===== src/rtl/fbsu_pkg.sv =====
// Shared types, constants and constant functions for the block score unit.
`default_nettype none
package fbsu_pkg;

    localparam int NUM_CONSTRAINTS = 4;
    localparam int ACTIVE_MAX = (NUM_CONSTRAINTS < 4) ? NUM_CONSTRAINTS : 4;
    localparam int IDX_W = (ACTIVE_MAX > 1) ? $clog2(ACTIVE_MAX) : 1;

    localparam int CFG_IDX_W = 4;
    localparam int CFG_DATA_W = 32;

    localparam logic [CFG_IDX_W-1:0] CFG_CAP0 = 4'd0;
    localparam logic [CFG_IDX_W-1:0] CFG_CAP1 = 4'd1;
    localparam logic [CFG_IDX_W-1:0] CFG_CAP2 = 4'd2;
    localparam logic [CFG_IDX_W-1:0] CFG_CAP3 = 4'd3;
    localparam logic [CFG_IDX_W-1:0] CFG_GAMMA = 4'd4;
    localparam logic [CFG_IDX_W-1:0] CFG_TAU = 4'd5;
    localparam logic [CFG_IDX_W-1:0] CFG_BLOCKS = 4'd6;
    localparam logic [CFG_IDX_W-1:0] CFG_USED = 4'd7;

    localparam logic [14:0] ONE_P1_Q12 = 15'd4506;
    localparam logic [60:0] BAL_CAP = 61'h1000_0000_0000_0000;
    localparam logic [39:0] LOAD_MAX = 40'hFF_FFFF_FFFF;

    typedef enum logic [1:0] {
        OP_SCORE = 2'b01,
        OP_ADD   = 2'b10
    } op_t;

    typedef struct packed {
        op_t                op;
        logic [31:0]        edge_weight_to_block;
        logic [31:0]        node_degree;
        logic [15:0]        neighbor_count;
        logic [15:0]        neighbor_rep_in_block;
        logic [10:0]        repl_block_count;
        logic               block_in_rep_set;
        logic [3:0][15:0]   weight;
    } item_t;

    typedef struct packed {
        logic [3:0][31:0]   capacity;
        logic [13:0]        gamma_q4_12;
        logic [15:0]        tau_q8_8;
        logic [10:0]        block_count;
        logic [2:0]         constraints_used;
    } cfg_t;

    typedef struct packed {
        logic [31:0]        score;
        logic [31:0]        max_load_ratio;
        logic               saturated;
    } res_t;

    function automatic logic [63:0] isqrt64(input logic [63:0] v);
        logic [63:0] r;
        logic [63:0] b;
        logic [63:0] vv;
        r = 64'd0;
        b = 64'h4000_0000_0000_0000;
        vv = v;
        while (b > vv) b = b >> 2;
        while (b != 64'd0)
        begin
            if (vv >= r + b)
            begin
                vv = vv - (r + b);
                r = (r >> 1) + b;
            end
            else
            begin
                r = r >> 1;
            end
            b = b >> 2;
        end
        return r;
    endfunction

    // 2^(2^-i) for i = 1..16 in Q1.31, entry i-1 at bits [(i-1)*32 +: 32]
    function automatic logic [16*32-1:0] exp2_roots();
        logic [63:0] c;
        logic [16*32-1:0] res;
        c = 64'h1_0000_0000;
        res = '0;
        for (int i = 0; i < 16; i++)
        begin
            c = isqrt64(c << 31);
            res[i*32 +: 32] = c[31:0];
        end
        return res;
    endfunction

endpackage
`default_nettype wire


===== src/rtl/fbsu_front.sv =====
// Front end: accepts requests, classifies them and queues them for the engine.
`default_nettype none
module fbsu_front
    import fbsu_pkg::*;
(
    input  wire logic          clk,
    input  wire logic          rst_n,
    input  wire logic          push,
    output logic               full,
    input  wire logic          req_type,
    input  wire logic [31:0]   edge_weight_to_block,
    input  wire logic [31:0]   node_degree,
    input  wire logic [15:0]   neighbor_count,
    input  wire logic [15:0]   neighbor_rep_in_block,
    input  wire logic [10:0]   repl_block_count,
    input  wire logic          block_in_rep_set,
    input  wire logic [15:0]   weight_0,
    input  wire logic [15:0]   weight_1,
    input  wire logic [15:0]   weight_2,
    input  wire logic [15:0]   weight_3,
    output logic               q_valid,
    output item_t              q_item,
    input  wire logic          q_pop
);

    item_t       mem_reg [2];
    logic        wr_ptr_reg, wr_ptr_next;
    logic        rd_ptr_reg, rd_ptr_next;
    logic [1:0]  cnt_reg, cnt_next;
    item_t       in_item;
    logic        do_push, do_pop;

    always_comb
    begin
        in_item.op = req_type ? OP_ADD : OP_SCORE;
        in_item.edge_weight_to_block = edge_weight_to_block;
        in_item.node_degree = node_degree;
        in_item.neighbor_count = neighbor_count;
        in_item.neighbor_rep_in_block = neighbor_rep_in_block;
        in_item.repl_block_count = repl_block_count;
        in_item.block_in_rep_set = block_in_rep_set;
        in_item.weight = {weight_3, weight_2, weight_1, weight_0};
    end

    assign full = (cnt_reg == 2'd2);
    assign q_valid = (cnt_reg != 2'd0);
    assign q_item = mem_reg[rd_ptr_reg];
    assign do_push = push && !full;
    assign do_pop = q_pop && q_valid;

    always_comb
    begin
        wr_ptr_next = do_push ? ~wr_ptr_reg : wr_ptr_reg;
        rd_ptr_next = do_pop ? ~rd_ptr_reg : rd_ptr_reg;
        cnt_next = cnt_reg;
        if (do_push && !do_pop)
            cnt_next = cnt_reg + 2'd1;
        else if (!do_push && do_pop)
            cnt_next = cnt_reg - 2'd1;
    end

    always_ff @(posedge clk or negedge rst_n)
    begin
        if (!rst_n)
        begin
            wr_ptr_reg <= 1'b0;
            rd_ptr_reg <= 1'b0;
            cnt_reg <= 2'd0;
        end
        else
        begin
            wr_ptr_reg <= wr_ptr_next;
            rd_ptr_reg <= rd_ptr_next;
            cnt_reg <= cnt_next;
        end
    end

    always_ff @(posedge clk)
    begin
        if (do_push)
            mem_reg[wr_ptr_reg] <= in_item;
    end

endmodule
`default_nettype wire


===== config.mk =====
export PLATFORM = sky130hd
export DESIGN_NAME = fbsu_front
export DESIGN_NICKNAME = d
export VERILOG_FILES = /design/src/rtl/fbsu_pkg.sv /design/src/rtl/fbsu_front.sv
export SDC_FILE = /design/constraint.sdc
export NUM_CORES = 1
export LEC_CHECK = 0
export BUFFER_PORTS_ARGS = -buffer_cell sky130_fd_sc_hd__buf_4
export CORE_MARGIN = 3
export CORE_UTILIZATION = 47
export CTS_CLUSTER_SIZE = 30
export DETAILED_ROUTE_END_ITERATION = 6
export PLACE_DENSITY = 0.79
export SETUP_SLACK_MARGIN = 0.1
export SLEW_MARGIN = 10
export SYNTH_ARGS = -nofsm -noshare
export SYNTH_HDL_FRONTEND = slang
export SYNTH_SLANG_ARGS = --single-unit
export TNS_END_PERCENT = 30

===== constraint.sdc =====
create_clock -name clk -period 7.8 [get_ports clk]
set_input_delay 1.56 -clock clk [delete_from_list [all_inputs] [get_ports clk]]
set_output_delay 1.56 -clock clk [all_outputs]
set_load 0.1 [all_outputs]

# ---- After elaboration in Yosys (flattened, before gate mapping)
# Memories as Yosys holds them, arrays and structs flattened.
# Index checks and enable logic that the tools add are counted.
dict set report word_totals {
  in_bits 177
  memories 1
  ramBits 348
  output_inout_bits 176
  register_bits 4
  word_cells 23
}
dict set report op_classes {
  n_mux 5
  bitwise_logic 2
  n_eq_ne 1
  n_reduce_logical 9
  add_sub_neg 2
}
# memory depth width read_ports rd_clocked_by_memory_dff write_ports line
set mem_list {}
lappend mem_list {mem_reg 2 174 1 0 1 fbsu_front.sv:26} ;# item_t mem_reg [2];
# op n
set ops {}
lappend ops {{$mux 2} 3}
lappend ops {{$logic_and 1x1->1} 4}
lappend ops {{$reduce_bool 2->1} 2}
lappend ops {{$logic_not 1->1} 3}
lappend ops {{$add 2x1->2 const B} 1}
lappend ops {{$eq 2x2->1 const B} 1}
lappend ops {{$mux 1} 2}
lappend ops {{$not 1->1} 2}
lappend ops {{$sub 2x1->2 const B} 1}

# ---- Longest topological paths before layout
dict set report logic_depth {
  depth_word 7
  ltp_mapped 7
  mapped_depth_nobuf 7
}

# ---- Worst setup path before layout
# No wires, ideal clock.
dict set report synth_timing {
  kind {input to register}
  start {in push}
  end {mem mem_reg[0][0] in the netlist's numbering, enable pin}
  arrival_time_ns 8.867
  path_stages 2
  setup_ns 0.710
  slack_ns -1.777
  required_time_ns 7.090
  n_path_buf 0
  path_cell_list {nand2_1 -> nor2_1}
}
dict set report synth_between {
  elab_chain_len 3
}
# element line
set synth_rtl {}
lappend synth_rtl {{from (decl)} fbsu_front.sv:8} ;# input wire logic push,
lappend synth_rtl {{$logic_and 1x1->1} fbsu_front.sv:48} ;# assign do_push = push && !full;
lappend synth_rtl {{$mux 1} fbsu_front.sv:80} ;# if (do_push)
lappend synth_rtl {{$mux 1 (not written as such)} fbsu_front.sv:81} ;# mem_reg[wr_ptr_reg] <= in_item;
lappend synth_rtl {{to (decl)} fbsu_front.sv:26}
# No other way between the ends.

==> results.json <==
{
  "max_stage_delay_ns": 1.03,
  "hold_viol_final": 0,
  "post-route-min-period_ns": 4.807,
  "layout_commonest_cell": "buf_4",
  "clock_path_buffers": 3,
  "worst_slew_pin_slew_ns": 1.065,
  "cts_tree": "yes",
  "cts.clk_slew.worst_paths_ns": 0.05,
  "finalClockSkew_ns": 0.009179,
  "grt_overflow": 0,
  "routabilityCongestion": 0.7348,
  "rsz0062_at_grt": "no",
  "die_area_um2": 29260,
  "drt_iter0_markers": 384,
  "required_ns": 6.24,
  "yosysWarnings": 0,
  "yosys.area.top_type_share_pct": 81.61,
  "grt_max_degree": 78,
  "die_w_um": 171.1,
  "maxSlewViolCount": 0,
  "worst-path-max-fanout": 77,
  "period_share_pct": 61.63,
  "fin_setup_tns_ns": 0,
  "mostFrequentLayoutCells": "buf_4 (359), edfxtp_1 (348), mux2_2 (174), clkbuf_16 (37), clkinv_1 (12)",
  "drcViolationCount": 0,
  "synth_top_area_cell": "edfxtp_1",
  "crit_path_top_delay_cell": "dfrtp_4",
  "wl_um": 26100,
  "hpwl_um": 17420,
  "critical_path_class": "reg -> out",
  "wl_per_cell_um": 20.12,
  "cts_hold_buffers": 0,
  "post-cts-setup-buffer-count": 0,
  "io_buffers": 352,
  "yosys-top-cells-area": "edfxtp_1 (82%), mux2_2 (15%), buf_6 (1.3%)",
  "maxCapViolCount": 0,
  "ys_seq_elements": 352,
  "min_path_type": "reg -> reg",
  "setup_viol": 0,
  "syn_nets": 739,
  "nFillCells": 1823,
  "largest_register_ffs": 348,
  "synth_area_um2": 12800,
  "grt_pass1_wl_um": 38670,
  "coreArea_um2": 26430,
  "cts-resized-gates": 0,
  "first_pass_iters": 4,
  "syn_inst": 561,
  "fin_area_um2": 16790,
  "rows": 59,
  "final_antenna_net_count": 0,
  "outcome": "finished, final reports clean",
  "num_vias": 6530,
  "die_y_um": 171.1,
  "clock_latency_ns": 0.50,
  "post-route-util_pct": 63.53,
  "crit_chain": "buf_4 -> mux2_2 -> buf_4",
  "htree_levels": 2,
  "grt_pass1_vias": 7099,
  "synth.distinct_cells": 15,
  "cts.sinks": 352,
  "place_area_um2": 15740,
  "area_growth_pct": 31.12,
  "track_usage_pct": 17.15,
  "avgViaCountPerCell": 5.035,
  "cp_common_cell": "buf_4",
  "ys_seq_area_share_pct": 82.39,
  "cts_root_buffer": "clkbuf_16",
  "drive_gt1_share_pct": 60.25,
  "io_pins": 353,
  "start_util_pct": 48.45,
  "cp-start-kind": "flip-flop",
  "worstPathArrival_ns": 3.25,
  "antenna_found_initial": 1,
  "slew_headroom_pct": 29.01,
  "nNetsFinal": 1118,
  "numCtsBuffers": 37,
  "syn_avg_cell_area_um2": 22.82,
  "critPathCaptureType": "primary output",
  "max_freq_mhz": 208.0
}
layer usage:
| layer | vias to the layer above | global-route usage (%) | wire length, um |
|---|---|---|---|
| li1 | 2983 | - | - |
| met1 | 3208 | 18.76 | 9099 |
| met2 | 278 | 30.34 | 13500 |
| met3 | 61 | 6.701 | 2648 |
| met4 | 0 | 6.263 | 848 |
| met5 | - | 0 | 0 |
per-stage QoR:
step	worst slack (ns)	instances	hold slack [ns]
after global placement	3.477	1236	0.4706
final	2.993	1297	0.5070
after detailed placement	3.437	1236	0.4941
after CTS	2.892	1296	0.5043
after floorplan	1.166	561	0.4559
after global routing	2.785	1297	0.5087
logic make-up after synthesis:
| logic type | synth area share [%] |
|---|---|
| and+or+nand+nor | 0.2640 |
| DFF | 82.39 |
| muxes | 15.30 |
| adders and majority gates | 0.09770 |
| buffers and inverters | 1.602 |
| xor gates and xnor gates | 0.3421 |
final timing paths:
kind / cells after the start / to / from / slack, ns
hold reg to reg: 1 / cnt_reg[1]$_DFFE_PN0P_ / cnt_reg[1]$_DFFE_PN0P_ / 0.51
max in group asynchronous: 1 / rd_ptr_reg$_DFFE_PN0P_ / rst_n / 6.83
setup reg to reg: 3 / mem_reg[1][116]$_DFFE_PP_ / cnt_reg[0]$_DFFE_PN0P_ / 4.99
setup / recovery: 3 / q_item[85] / rd_ptr_reg$_DFFE_PN0P_ / 2.99
min in group asynchronous: 1 / cnt_reg[0]$_DFFE_PN0P_ / rst_n / 0.86
hold / removal: 1 / cnt_reg[1]$_DFFE_PN0P_ / cnt_reg[1]$_DFFE_PN0P_ / 0.51
worst max-delay path, delay by kind of cell (launching register included):
family / cells / cell delay [ns]
buffers and inverters: 2 / 1.13
DFF: 1 / 1.03
muxes: 1 / 0.43
final cells by class:
cell class	count	area, um^2	share of cell area (%)
diodes	1	2.502	0.01490
repair buffers	359	2695	16.05
flip-flops and latches	352	10550	62.86
well taps	335	419.2	2.496
inverters	3	11.26	0.06707
clock buffers	43	948.4	5.649
clock inverters	17	97.59	0.5813
multi-input cells	187	2062	12.28
cell usage after synthesis:
master,n
or2_2,1
buf_6,15
nor2_1,2
nand2b_1,1
ha_1,1
xnor2_1,3
nand2_1,2
buf_4,2
dfrtp_1,4
buf_2,2
inv_1,3
and3_1,1
xor2_1,2
mux2_2,174
edfxtp_1,348
Power is not shown: default switching activity piles up to over one toggle a cycle in this logic, so the estimate is an artifact.
